==> src/sv/slkp_pkg.sv <==
// Package for the short/long key press detector.
// Holds the event and queue entry types, register indexes and reset values.
// No dependencies.
package slkp_pkg;

   localparam int unsigned NUM_KEYS  = 2;
   localparam int unsigned TIME_W    = 64;
   localparam int unsigned THRESH_W  = 24;
   localparam int unsigned CODE_W    = 8;
   localparam int unsigned CSR_ADDR_W = 3;
   localparam int unsigned CSR_DATA_W = 24;
   localparam int unsigned REQ_DATA_W = 72;
   localparam int unsigned RSP_DATA_W = 16;

   localparam int unsigned QUEUE_DEPTH_DEF = 2;

   // Register indexes on the csr port
   localparam logic [CSR_ADDR_W-1:0] CSR_SHORT_MIN  = 3'd0;
   localparam logic [CSR_ADDR_W-1:0] CSR_LONG_MIN   = 3'd1;
   localparam logic [CSR_ADDR_W-1:0] CSR_K0_SHORT   = 3'd2;
   localparam logic [CSR_ADDR_W-1:0] CSR_K0_LONG    = 3'd3;
   localparam logic [CSR_ADDR_W-1:0] CSR_K1_SHORT   = 3'd4;
   localparam logic [CSR_ADDR_W-1:0] CSR_K1_LONG    = 3'd5;

   // Reset values of the registers
   localparam logic [THRESH_W-1:0] SHORT_MIN_RST = 24'd50000;
   localparam logic [THRESH_W-1:0] LONG_MIN_RST  = 24'd800000;
   localparam logic [CODE_W-1:0]   K0_SHORT_RST  = 8'd4;
   localparam logic [CODE_W-1:0]   K0_LONG_RST   = 8'd2;
   localparam logic [CODE_W-1:0]   K1_SHORT_RST  = 8'd3;
   localparam logic [CODE_W-1:0]   K1_LONG_RST   = 8'd1;

   typedef struct packed {
      logic              key_index;
      logic [CODE_W-1:0] event_code;
      logic              is_long;
   } event_type;

   // One scan's worth of events, in emission order
   typedef struct packed {
      event_type ev0;
      event_type ev1;
      logic      two;
   } entry_type;

   typedef struct packed {
      logic full;
      logic empty;
   } queue_status_type;

endpackage

==> src/sv/short_long_key_press_detector.sv <==
// Top level of the two-key short/long press detector.
// Instantiates slkp_front, slkp_queue and slkp_back; depends on slkp_pkg.
//
//   Channel  Direction  Beat contents
//   -------  ---------  ------------------------------------------------------
//   req_     in         tdata: now_time[63:0], key_levels[65:64], zero pad
//   rsp_     out        tdata: key_index[0], event_code[8:1], zero pad;
//                       tuser: is_long; tlast: final event of the scan
//   csr_     in         write enable, register index, 24-bit write data
//
// A scan is classified in the cycle it is accepted; each key gets one 64-bit
// subtract and compares against the 24-bit thresholds. Scans with events
// enter the queue, and the back end sends one event per cycle while rsp_tready
// is high, so the two events of a scan leave one after the other.
// The output register lets a new scan be taken while an event waits.
// Reset is synchronous: press state clears, registers take their defaults.
// A stall on rsp_ fills the queue, and req_tready drops only when it is full.
module short_long_key_press_detector #(
   parameter int unsigned QUEUE_DEPTH = slkp_pkg::QUEUE_DEPTH_DEF
) (
   input  logic                              clock,
   input  logic                              reset,
   // Configuration writes
   input  logic                              csr_we,
   input  logic [slkp_pkg::CSR_ADDR_W-1:0]   csr_addr,
   input  logic [slkp_pkg::CSR_DATA_W-1:0]   csr_wdata,
   // Scan input
   input  logic                              req_tvalid,
   output logic                              req_tready,
   input  logic [slkp_pkg::REQ_DATA_W-1:0]   req_tdata,   // now_time, key_levels
   // Event output
   output logic                              rsp_tvalid,
   input  logic                              rsp_tready,
   output logic [slkp_pkg::RSP_DATA_W-1:0]   rsp_tdata,   // key_index, event_code
   output logic                              rsp_tuser,   // is_long
   output logic                              rsp_tlast
);

   slkp_pkg::queue_status_type q_status;
   slkp_pkg::entry_type        push_entry;
   slkp_pkg::entry_type        head;
   slkp_pkg::event_type        rsp_event;
   logic                       push;
   logic                       pop;

   // Front: registers, key state, classify scan
   slkp_front u_front (
      .clock      (clock),
      .reset      (reset),
      .csr_we     (csr_we),
      .csr_addr   (csr_addr),
      .csr_wdata  (csr_wdata),
      .scan_valid (req_tvalid),
      .scan_ready (req_tready),
      .now_time   (req_tdata[slkp_pkg::TIME_W-1:0]),
      .key_levels (req_tdata[slkp_pkg::TIME_W +: slkp_pkg::NUM_KEYS]),
      .q_status   (q_status),
      .push       (push),
      .push_entry (push_entry)
   );

   // Decouple: hold pending scan entries
   slkp_queue #(
      .DEPTH (QUEUE_DEPTH)
   ) u_queue (
      .clock      (clock),
      .reset      (reset),
      .push       (push),
      .push_entry (push_entry),
      .pop        (pop),
      .head       (head),
      .status     (q_status)
   );

   // Back: serialize events onto the output
   slkp_back u_back (
      .clock      (clock),
      .reset      (reset),
      .head       (head),
      .q_status   (q_status),
      .pop        (pop),
      .rsp_tvalid (rsp_tvalid),
      .rsp_tready (rsp_tready),
      .rsp_event  (rsp_event),
      .rsp_last   (rsp_tlast)
   );

   // Pack key_index low, event_code above it, zero the rest
   assign rsp_tdata = {{(slkp_pkg::RSP_DATA_W - slkp_pkg::CODE_W - 1){1'b0}},
                       rsp_event.event_code, rsp_event.key_index};
   assign rsp_tuser = rsp_event.is_long;

endmodule

==> src/sv/slkp_front.sv <==
// Front end of the key press detector: config registers, per-key press state,
// scan classification and packing of up to two events per scan.
// Depends on slkp_pkg.
module slkp_front (
   input  logic                                clock,
   input  logic                                reset,
   input  logic                                csr_we,
   input  logic [slkp_pkg::CSR_ADDR_W-1:0]     csr_addr,
   input  logic [slkp_pkg::CSR_DATA_W-1:0]     csr_wdata,
   input  logic                                scan_valid,
   output logic                                scan_ready,
   input  logic [slkp_pkg::TIME_W-1:0]         now_time,
   input  logic [slkp_pkg::NUM_KEYS-1:0]       key_levels,
   input  slkp_pkg::queue_status_type          q_status,
   output logic                                push,
   output slkp_pkg::entry_type                 push_entry
);

   logic [slkp_pkg::THRESH_W-1:0] short_min_ff, short_min_in;
   logic [slkp_pkg::THRESH_W-1:0] long_min_ff, long_min_in;
   logic [slkp_pkg::CODE_W-1:0]   short_code_ff [slkp_pkg::NUM_KEYS];
   logic [slkp_pkg::CODE_W-1:0]   short_code_in [slkp_pkg::NUM_KEYS];
   logic [slkp_pkg::CODE_W-1:0]   long_code_ff  [slkp_pkg::NUM_KEYS];
   logic [slkp_pkg::CODE_W-1:0]   long_code_in  [slkp_pkg::NUM_KEYS];

   logic [slkp_pkg::NUM_KEYS-1:0] held_ff, held_in;
   logic [slkp_pkg::NUM_KEYS-1:0] long_done_ff, long_done_in;
   logic [slkp_pkg::TIME_W-1:0]   start_ff [slkp_pkg::NUM_KEYS];
   logic [slkp_pkg::TIME_W-1:0]   start_in [slkp_pkg::NUM_KEYS];

   logic                          accept;
   logic [slkp_pkg::NUM_KEYS-1:0] fire;
   slkp_pkg::event_type           ev [slkp_pkg::NUM_KEYS];

   assign scan_ready = !q_status.full;
   assign accept     = scan_valid && scan_ready;

   // Config writes; unknown indexes fall through
   always_comb begin
      short_min_in     = short_min_ff;
      long_min_in      = long_min_ff;
      short_code_in[0] = short_code_ff[0];
      long_code_in[0]  = long_code_ff[0];
      short_code_in[1] = short_code_ff[1];
      long_code_in[1]  = long_code_ff[1];
      if (csr_we) begin
         case (csr_addr)
            slkp_pkg::CSR_SHORT_MIN: short_min_in     = csr_wdata;
            slkp_pkg::CSR_LONG_MIN:  long_min_in      = csr_wdata;
            slkp_pkg::CSR_K0_SHORT:  short_code_in[0] = csr_wdata[slkp_pkg::CODE_W-1:0];
            slkp_pkg::CSR_K0_LONG:   long_code_in[0]  = csr_wdata[slkp_pkg::CODE_W-1:0];
            slkp_pkg::CSR_K1_SHORT:  short_code_in[1] = csr_wdata[slkp_pkg::CODE_W-1:0];
            slkp_pkg::CSR_K1_LONG:   long_code_in[1]  = csr_wdata[slkp_pkg::CODE_W-1:0];
            default: ;
         endcase
      end
   end

   // Keys are independent; each gets its own subtract and two compares
   always_comb begin
      logic [slkp_pkg::TIME_W-1:0] elapsed;
      logic                        down;
      logic                        hi_set;
      logic                        over_long;
      logic                        over_short;
      logic                        fire_long;
      logic                        fire_short;
      for (int i = 0; i < slkp_pkg::NUM_KEYS; i++) begin
         down       = !key_levels[i];
         elapsed    = now_time - start_ff[i];
         hi_set     = |elapsed[slkp_pkg::TIME_W-1:slkp_pkg::THRESH_W];
         over_long  = hi_set || (elapsed[slkp_pkg::THRESH_W-1:0] > long_min_ff);
         over_short = hi_set || (elapsed[slkp_pkg::THRESH_W-1:0] > short_min_ff);
         fire_long  = down && held_ff[i] && !long_done_ff[i] && over_long;
         fire_short = !down && held_ff[i] && !long_done_ff[i] && over_short;

         fire[i]          = fire_long || fire_short;
         ev[i].key_index  = 1'(i);
         ev[i].event_code = fire_long ? long_code_ff[i] : short_code_ff[i];
         ev[i].is_long    = fire_long;

         held_in[i]      = held_ff[i];
         long_done_in[i] = long_done_ff[i];
         start_in[i]     = start_ff[i];
         if (accept) begin
            if (down && !held_ff[i]) begin
               // new press: record only
               held_in[i]      = 1'b1;
               start_in[i]     = now_time;
               long_done_in[i] = 1'b0;
            end else if (fire_long) begin
               long_done_in[i] = 1'b1;
            end else if (!down) begin
               held_in[i] = 1'b0;
            end
         end
      end
   end

   // Compact the events so key 0 leads
   always_comb begin
      push = accept && (|fire);
      if (fire[0]) begin
         push_entry.ev0 = ev[0];
         push_entry.ev1 = ev[1];
         push_entry.two = fire[1];
      end else begin
         push_entry.ev0 = ev[1];
         push_entry.ev1 = ev[1];
         push_entry.two = 1'b0;
      end
   end

   always_ff @(posedge clock) begin
      if (reset) begin
         short_min_ff     <= slkp_pkg::SHORT_MIN_RST;
         long_min_ff      <= slkp_pkg::LONG_MIN_RST;
         short_code_ff[0] <= slkp_pkg::K0_SHORT_RST;
         long_code_ff[0]  <= slkp_pkg::K0_LONG_RST;
         short_code_ff[1] <= slkp_pkg::K1_SHORT_RST;
         long_code_ff[1]  <= slkp_pkg::K1_LONG_RST;
         held_ff          <= '0;
         long_done_ff     <= '0;
      end else begin
         short_min_ff     <= short_min_in;
         long_min_ff      <= long_min_in;
         short_code_ff[0] <= short_code_in[0];
         long_code_ff[0]  <= long_code_in[0];
         short_code_ff[1] <= short_code_in[1];
         long_code_ff[1]  <= long_code_in[1];
         held_ff          <= held_in;
         long_done_ff     <= long_done_in;
      end
   end

   // Press timestamps are only read while the key is held
   always_ff @(posedge clock) begin
      for (int i = 0; i < slkp_pkg::NUM_KEYS; i++) begin
         start_ff[i] <= start_in[i];
      end
   end

endmodule

==> src/sv/slkp_queue.sv <==
// Small register queue of per-scan event entries between front and back.
// Depends on slkp_pkg.
module slkp_queue #(
   parameter int unsigned DEPTH = slkp_pkg::QUEUE_DEPTH_DEF
) (
   input  logic                       clock,
   input  logic                       reset,
   input  logic                       push,
   input  slkp_pkg::entry_type        push_entry,
   input  logic                       pop,
   output slkp_pkg::entry_type        head,
   output slkp_pkg::queue_status_type status
);

   localparam int unsigned PTR_W = (DEPTH > 1) ? $clog2(DEPTH) : 1;
   localparam int unsigned CNT_W = $clog2(DEPTH + 1);
   localparam logic [PTR_W-1:0] LAST_PTR = PTR_W'(DEPTH - 1);
   localparam logic [CNT_W-1:0] FULL_CNT = CNT_W'(DEPTH);

   slkp_pkg::entry_type slot_ff [DEPTH];
   logic [PTR_W-1:0]    wr_ptr_ff, wr_ptr_in;
   logic [PTR_W-1:0]    rd_ptr_ff, rd_ptr_in;
   logic [CNT_W-1:0]    count_ff, count_in;
   logic                do_push;
   logic                do_pop;

   assign status.full  = (count_ff == FULL_CNT);
   assign status.empty = (count_ff == '0);
   assign do_push      = push && !status.full;
   assign do_pop       = pop && !status.empty;
   assign head         = slot_ff[rd_ptr_ff];

   always_comb begin
      wr_ptr_in = wr_ptr_ff;
      rd_ptr_in = rd_ptr_ff;
      count_in  = count_ff;
      if (do_push) begin
         wr_ptr_in = (wr_ptr_ff == LAST_PTR) ? '0 : wr_ptr_ff + 1'b1;
      end
      if (do_pop) begin
         rd_ptr_in = (rd_ptr_ff == LAST_PTR) ? '0 : rd_ptr_ff + 1'b1;
      end
      case ({do_push, do_pop})
         2'b10:   count_in = count_ff + 1'b1;
         2'b01:   count_in = count_ff - 1'b1;
         default: count_in = count_ff;
      endcase
   end

   always_ff @(posedge clock) begin
      if (reset) begin
         wr_ptr_ff <= '0;
         rd_ptr_ff <= '0;
         count_ff  <= '0;
      end else begin
         wr_ptr_ff <= wr_ptr_in;
         rd_ptr_ff <= rd_ptr_in;
         count_ff  <= count_in;
      end
   end

   always_ff @(posedge clock) begin
      if (do_push) begin
         slot_ff[wr_ptr_ff] <= push_entry;
      end
   end

endmodule

==> src/sv/slkp_back.sv <==
// Back end of the key press detector: walks the head entry one event per
// beat into the output register and marks the scan's final event.
// Depends on slkp_pkg.
module slkp_back (
   input  logic                              clock,
   input  logic                              reset,
   input  slkp_pkg::entry_type               head,
   input  slkp_pkg::queue_status_type        q_status,
   output logic                              pop,
   output logic                              rsp_tvalid,
   input  logic                              rsp_tready,
   output slkp_pkg::event_type               rsp_event,
   output logic                              rsp_last
);

   logic                valid_ff, valid_in;
   logic                sel_ff, sel_in;
   slkp_pkg::event_type ev_ff, ev_in;
   logic                last_ff, last_in;
   logic                load;
   logic                head_last;

   // Load when the output register is empty or being drained this cycle
   assign load      = !q_status.empty && (!valid_ff || rsp_tready);
   assign head_last = sel_ff || !head.two;
   assign pop       = load && head_last;

   always_comb begin
      valid_in = valid_ff;
      sel_in   = sel_ff;
      ev_in    = ev_ff;
      last_in  = last_ff;
      if (load) begin
         valid_in = 1'b1;
         ev_in    = sel_ff ? head.ev1 : head.ev0;
         last_in  = head_last;
         sel_in   = !head_last;
      end else if (rsp_tready) begin
         valid_in = 1'b0;
      end
   end

   always_ff @(posedge clock) begin
      if (reset) begin
         valid_ff <= 1'b0;
         sel_ff   <= 1'b0;
      end else begin
         valid_ff <= valid_in;
         sel_ff   <= sel_in;
      end
   end

   always_ff @(posedge clock) begin
      ev_ff   <= ev_in;
      last_ff <= last_in;
   end

   assign rsp_tvalid = valid_ff;
   assign rsp_event  = ev_ff;
   assign rsp_last   = last_ff;

endmodule
==> config.mk <==
export PLATFORM = sky130hd
export DESIGN_NAME = short_long_key_press_detector
export DESIGN_NICKNAME = d
export VERILOG_FILES = /design/src/sv/slkp_pkg.sv /design/src/sv/short_long_key_press_detector.sv /design/src/sv/slkp_front.sv /design/src/sv/slkp_queue.sv /design/src/sv/slkp_back.sv
export SDC_FILE = /design/constraint.sdc
export NUM_CORES = 1
export LEC_CHECK = 0
export CELL_PAD_IN_SITES_DETAIL_PLACEMENT = 0
export CELL_PAD_IN_SITES_GLOBAL_PLACEMENT = 2
export CORE_MARGIN = 2
export CORE_UTILIZATION = 40
export DETAILED_ROUTE_END_ITERATION = 8
export DONT_BUFFER_PORTS = 1
export MAX_ROUTING_LAYER = met4
export PLACE_DENSITY_LB_ADDON = 0.05
export SYNTH_ARGS = -nofsm -noshare
export SYNTH_HDL_FRONTEND = slang
export SYNTH_HIERARCHICAL = 1
export SYNTH_SLANG_ARGS = --single-unit
==> constraint.sdc <==
create_clock -name clock -period 7.6 [get_ports clock]
set_clock_uncertainty 0.05 [all_clocks]
set_input_delay 1.52 -clock clock [delete_from_list [all_inputs] [get_ports clock]]
set_output_delay 1.52 -clock clock [all_outputs]
set_load 0.005 [all_outputs]
* Word level (Yosys, flattened, before mapping) *
Memories as Yosys holds them, arrays and structs flattened. A register that Yosys moved wholly into a read port is not among the register bits.
Index checks and enable logic that the tools add are counted.

storage, ports and cells
  bits in registers = 69
  memory bits (writable) = 202
  bits of input ports = 104
  output and inout port bits = 20
  word-level logic and storage cells = 139
  memories kept = 4

memory list
  memory                 depth  bits a word  read ports  clocked after memory_dff  wr ports  RTL line          RTL
  u_front.start_ff       2      64           2           0                         2         slkp_front.sv:28  logic [slkp_pkg::TIME_W-1:0] start_ff [slkp_pkg::NUM_KEYS];
  u_queue.slot_ff        2      21           1           1                         1         slkp_queue.sv:20  slkp_pkg::entry_type slot_ff [DEPTH];
  u_front.long_code_ff   2      8            2           0                         2         slkp_front.sv:23  logic [slkp_pkg::CODE_W-1:0] long_code_ff [slkp_pkg::NUM_KEYS];
  u_front.short_code_ff  2      8            2           0                         2         slkp_front.sv:21  logic [slkp_pkg::CODE_W-1:0] short_code_ff [slkp_pkg::NUM_KEYS];

cells by class
  $add $sub $neg = 6
  order comparisons = 4
  eq/ne operators = 10
  mux-type cells = 40
  bitwise logic cells = 4
  reductions and logical operators = 56

operators by type and width
  kind                                                                    number
  64-bit two-way mux                                                      4
  64-bit subtractor                                                       2
  24-bit > comparator                                                     4
  8-bit two-way mux                                                       10
  40-bit OR reduction                                                     2
  16-bit two-way mux                                                      2
  1-bit two-way mux                                                       21
  21-bit two-way mux                                                      1
  1-bit logical AND                                                       20
  2-bit nonzero test                                                      6
  1-bit zero test                                                         11
  10-bit two-way mux                                                      1
  1-bit logical OR                                                        8
  2-bit AND reduction                                                     4
  3-bit by 2-bit equality test with 1-bit output (second input constant)  2
  3-bit equality test (second input constant)                             2
  3-bit AND reduction                                                     2
  2-bit equality test (second input constant)                             2
  2-bit != test (second input constant)                                   2
  1-bit OR                                                                4
  2-bit one-hot mux with 2 select lines                                   1
  3-bit by 1-bit equality test with 1-bit output (second input constant)  1
  3-bit zero test                                                         1
  1-bit adder (second input constant)                                     2
  5 further kinds                                                         5

* Logic depth before layout (Yosys ltp) *
An unclocked memory read counts as a cell.

  depth in word-level cells = 11
  gate-level depth with buffers = 31

* Hierarchy *
Netlist, hierarchy kept.

by module, submodules not included
  module                         times used  cells an instance  area an instance (µm²)  seq. area each (µm²)
  slkp_front                     1           2,460              19,511.2                5,525.3
  slkp_queue                     1           91                 1,731.7                 1,361.3
  slkp_back                      1           33                 543.0                   370.4
  short_long_key_press_detector  1           8                  56.3                    0.0

* Worst setup path before layout *
Ideal clock, no wire load.

  path kind = input to register
  start = input port req_tvalid
  end = memory u_front/start_ff[0][0] (netlist bit) (enable)
  setup time = 0.567 ns
  arrival = 6.052 ns
  data required time = 6.983 ns
  path slack = 0.931 ns
  stages = 2
  path buffers = 0
  cell sequence = nand2_1 -> nor3_1

RTL lines
  element      RTL line                             RTL
  from (decl)  short_long_key_press_detector.sv:28  input logic req_tvalid,
  to (decl)    slkp_front.sv:28

* Final worst setup path *
  start = input port req_tdata[1] (netlist bit)
  end = memory u_queue/slot_ff[1][4] (netlist bit) (enable)

on the way
  cells in the longest elaborated chain, start to end = 10
  elaborated cells on any way between the ends = 23
  those cells by class = add/sub: 2; order compare: 4; mux: 2; reduce/logical: 15

RTL lines
  element                                      RTL line                             RTL
  from (decl)                                  short_long_key_press_detector.sv:30  input logic [slkp_pkg::REQ_DATA_W-1:0] req_tdata,
  64-bit subtractor                            slkp_front.sv:70                     elapsed = now_time - start_ff[i];
  24-bit > comparator (tied with other cells)  slkp_front.sv:72                     over_long = hi_set || (elapsed[slkp_pkg::THRESH_W-1:0] > long_min_ff);
  1-bit logical OR (on tied branches)          slkp_front.sv:72, slkp_front.sv:73
  1-bit logical AND (on tied branches)         slkp_front.sv:74, slkp_front.sv:75
  1-bit logical OR                             slkp_front.sv:77                     fire[i] = fire_long || fire_short;
  2-bit OR reduction *                         slkp_front.sv:102                    push = accept && (|fire);
  1-bit logical AND *                          slkp_front.sv:102
  via push                                     short_long_key_press_detector.sv:43  logic push;
  1-bit logical AND *                          slkp_queue.sv:29                     assign do_push = push && !status.full;
  1-bit two-way mux *                          slkp_queue.sv:63                     if (do_push) begin
  1-bit two-way mux (not written as such) *    slkp_queue.sv:64                     slot_ff[wr_ptr_ff] <= push_entry;
  to (decl)                                    slkp_queue.sv:20

Mark *: on every way through the listed nets, which the timed path passes. The rest lies on a longest branch.

==> summary.txt <==
Place
  • # port buffers: 0
  • HPWL Detailed: 62.5 mm
  • Placed Instances: 3210
  • Routability cong.: 0.939

Clock network
  • Clock Latency Late Sink: 0.56 ns
  • Clock root cell: clkbuf_16
  • CTS Sinks: 272
  • Post-CTS resize count: 0
  • CTS Buf Count: 35
  • CTS Buffer Depth: 3
  • CTS tree: built
  • Clock Pin Slew Worst Setup and Hold Paths: 0.06 ns
  • # hold bufs at CTS: 0
  • # H-tree levels: 2
  • Post-CTS Setup Inserts: 0

STA
  • Max-slew violation count: 0
  • Setup violators final: 0
  • Worst-Margin Slew: 1.05 ns
  • Max Fclk: 146 MHz
  • RSZ-0062 raised after global routing: no
  • Sum Neg Setup Slack: 0 ns
  • Hold_ws: 0.397 ns
  • Hold violation count in the final report: 0
  • Worst slew margin: 29.7%
  • Post-route minimum period: 6.86 ns
  • Final Cycle Share: 90.3%

Yosys
  • Synthesized area: 21800 µm²
  • Synthesized instance count: 2592
  • Syn Area/Cell: 8.43 µm²
  • Total number of yosys warnings: 6
  • Yosys reg bits: 272
  • Sequential fraction of the synthesis area: 33.2%
  • EDFF count, synth: 181
  • Synth async-reset ratio: 0%
  • Distinct cells, synth: 92
  • Main synth FF type: edfxtp_1

Global route
  • Antenna violations before repair: 5
  • Total gr overflow: 0
  • First-pass GRT wire length: 115 mm
  • Vias in the first global route: 18400
  • Gr usage total: 27.5%
  • Largest net degree at the start of global routing: 92

Setup path
  • Setup crit end kind: register
  • Worst Setup Start Kind: input port
  • Crit path DAT: 6.99 ns
  • R2r worst-path depth: 22
  • Reg2Reg Setup Slack: 1.26 ns
  • R2R Path End: u_queue/slot_ff[1][4]
  • Crit path max fanout: 21
  • Reg-to-Reg Start: u_front/start_ff[0][65]
  • Required time of the worst setup path: 7.73 ns
  • Setup CP Type: in -> reg

Final layout
  • Layout Nets: 2880
  • Share of cells above drive strength 1: 6.17%
  • Finished Layout Cells: 3273
  • Area Overhead vs Synth: 7.96%
  • Fillers: 5447

Floorplanning
  • Io pins: 124
  • Number of core rows: 85
  • Die Area: 56500 µm²
  • Die H: 238 µm
  • Core area: 53900 µm²
  • Initial core utilization: 40.5%
  • DIE WIDTH: 238 µm

Power and ir drop
  • Maximum VDD drop: 0.169 mV
  • Power per cell area: 193 nW/µm²
  • Leakage power: 9.20 nW

Detailed routing
  • DR WL/cell: 23.4 µm
  • Residual DRC: 0
  • Final wirelength: 76.6 mm
  • 1st-pass router iterations: 5
  • Post-route ant nets: 0
  • Vias per cell: 5.92
  • Vias: 19400
  • First DRT Iteration DRCs: 1602

Hold path
  • Min-delay worst type: reg -> reg
  • Hold Path End: u_front/long_code_ff[0][11]
  • Hold path depth: 2
  • Hold Startpoint: u_front/long_code_ff[0][11]

Job
  • Max-Cap Viols: 0

Status
  • Status: finished, final reports clean
cell type report:
type | count | area (µm²) | area share, %
Multi-Input combinational cell | 2011 | 13300 | 56.5
Sequential cell | 272 | 7260 | 30.8
Clock buffer | 47 | 975 | 4.13
Tap cell | 696 | 871 | 3.69
Inverter | 206 | 773 | 3.28
Timing Repair Buffer | 25 | 200 | 0.849
Clock inverter | 15 | 171 | 0.727
Antenna cell | 1 | 2.50 | 0.0106
registers in the layout, indices dropped and copies added, names as in the netlist, named ones only:
register	count
u_back/rsp_event	10
u_back/sel_ff	1
u_queue/count_ff	2
u_front/long_min_ff	24
u_front/long_code_ff	16
u_front/held_ff	2
u_queue/wr_ptr_ff	1
u_front/short_code_ff	16
u_back/rsp_last	1
u_front/start_ff	128
u_back/rsp_tvalid	1
u_queue/slot_ff	42
u_queue/rd_ptr_ff	1
u_front/long_done_ff	2
u_front/short_min_ff	24
critical path, cell delays in order:
cell and delay [ns]:
ha_1 0.26, nor2b_1 0.14, o31a_1 0.29, o211ai_1 0.54
nand2_1 0.24, nor2_1 0.25, o21ai_0 0.18, a21o_1 0.22
a21oi_1 0.17, xnor2_1 0.11, ha_1 0.32, nand4_1 0.11
or2_2 0.31, nor3_1 0.26, nand2_1 0.12, o221a_2 0.32
nor2_1 0.11, o21ai_0 0.09, a41o_1 0.28, a21oi_1 0.24
and3_1 0.91
report_power, final:
group          switching, W  leakage [nW]  internal, W
logic              0.000787          6.23     0.000446
clock network      0.000679         0.555     0.000980
registers         0.0000205          2.41      0.00165
metrics by stage:
stage	cell area [µm²]	setup slack (ns)	util, %	power [W]
after floorplan	21900	0.931	-	0.00257
after global placement	22400	0.321	41.6	0.00290
after detailed placement	22400	0.199	41.6	0.00291
after CTS	23600	0.797	43.7	0.00460
after global routing	23600	0.418	43.7	0.00481
final	23600	0.737	43.7	0.00456
cell usage after synthesis (9+ instances only):
cell type | number | area share [%]
a21oi_1 | 274 | 6.3
o21ai_0 | 124 | 2.8
inv_1 | 204 | 3.5
o211ai_1 | 34 | 1.2
nand3b_1 | 9 | 0.31
o21a_1 | 53 | 1.8
a31oi_1 | 19 | 0.54
dfxtp_1 | 91 | 8.3
a21o_1 | 49 | 1.7
mux2i_1 | 23 | 1.1
or3_1 | 14 | 0.40
buf_2 | 21 | 0.48
nand2_1 | 338 | 5.8
nand4_1 | 76 | 2.2
nand2b_1 | 28 | 0.80
a211oi_1 | 25 | 0.86
mux2_2 | 38 | 2.0
buf_4 | 11 | 0.38
xnor2_1 | 42 | 1.7
and2_1 | 23 | 0.66
nor3_1 | 60 | 1.4
clkbuf_1 | 72 | 1.2
edfxtp_1 | 181 | 25
xor2_1 | 32 | 1.3
nor4_1 | 22 | 0.63
ha_1 | 223 | 13
nor2b_1 | 32 | 0.92
nor2_1 | 161 | 2.8
and3_1 | 20 | 0.57
o21bai_1 | 15 | 0.52
o31ai_1 | 9 | 0.31
a211o_1 | 21 | 0.84
o21ai_1 | 12 | 0.27
nand3_1 | 45 | 1.0
a22oi_1 | 20 | 0.69
o2111ai_1 | 14 | 0.56
and4_1 | 11 | 0.44
cells in the final DEF (no fill, tap or decap), drive strengths merged, types with 30 or more instances in the layout:
cell and n:
dfxtp 91, edfxtp 181, a21o 49, nor2 161, nor3 60, a21oi 282, nor2b 32, o211ai 34
o21a 53, ha 223, xnor2 42, inv 209, clkbuf 47, mux2 39, nand3 45, xor2 32
nand4 77, o21ai 139, nand2 339, nand2b 30
logic make-up (layout without fill, tap and decap cells):
| family | count (synthesis) | count (layout) | share of synthesized area, % |
|---|---|---|---|
| buf+inv | 315 | 293 | 5.89 |
| simple gates | 872 | 872 | 19.1 |
| xor+xnor | 74 | 74 | 2.97 |
| compound gates | 770 | 770 | 22.7 |
| other cells | 2 | 9 | 0.0344 |
| mux | 62 | 62 | 3.06 |
| flops | 272 | 272 | 33.2 |
| fa+ha+maj | 225 | 225 | 13.0 |
worst max path at each step:
stage	endpoint	depth (start not counted)	from
2_1_floorplan	u_front/start_ff[0][0]	2	req_tvalid
3_3_place_gp	u_queue/slot_ff[1][2]	25	req_tdata[0]
3_5_place_dp	u_queue/slot_ff[1][12]	24	req_tdata[0]
4_1_cts	u_queue/slot_ff[1][3]	24	req_tdata[0]
5_1_grt	u_queue/slot_ff[1][4]	22	req_tdata[6]
6_report	u_queue/slot_ff[1][4]	21	req_tdata[1]
per-layer routing:
layer / up-vias / part of all wire, % / GRT usage (%)
met5: - / 0 / -
met4: 0 / 2.3 / 7.05
met3: 102 / 6.0 / 4.77
met2: 534 / 43 / 40.6
met1: 9277 / 49 / 38.9
li1: 9449 / - / -
Note: power is estimated with default switching activity, not from simulation.
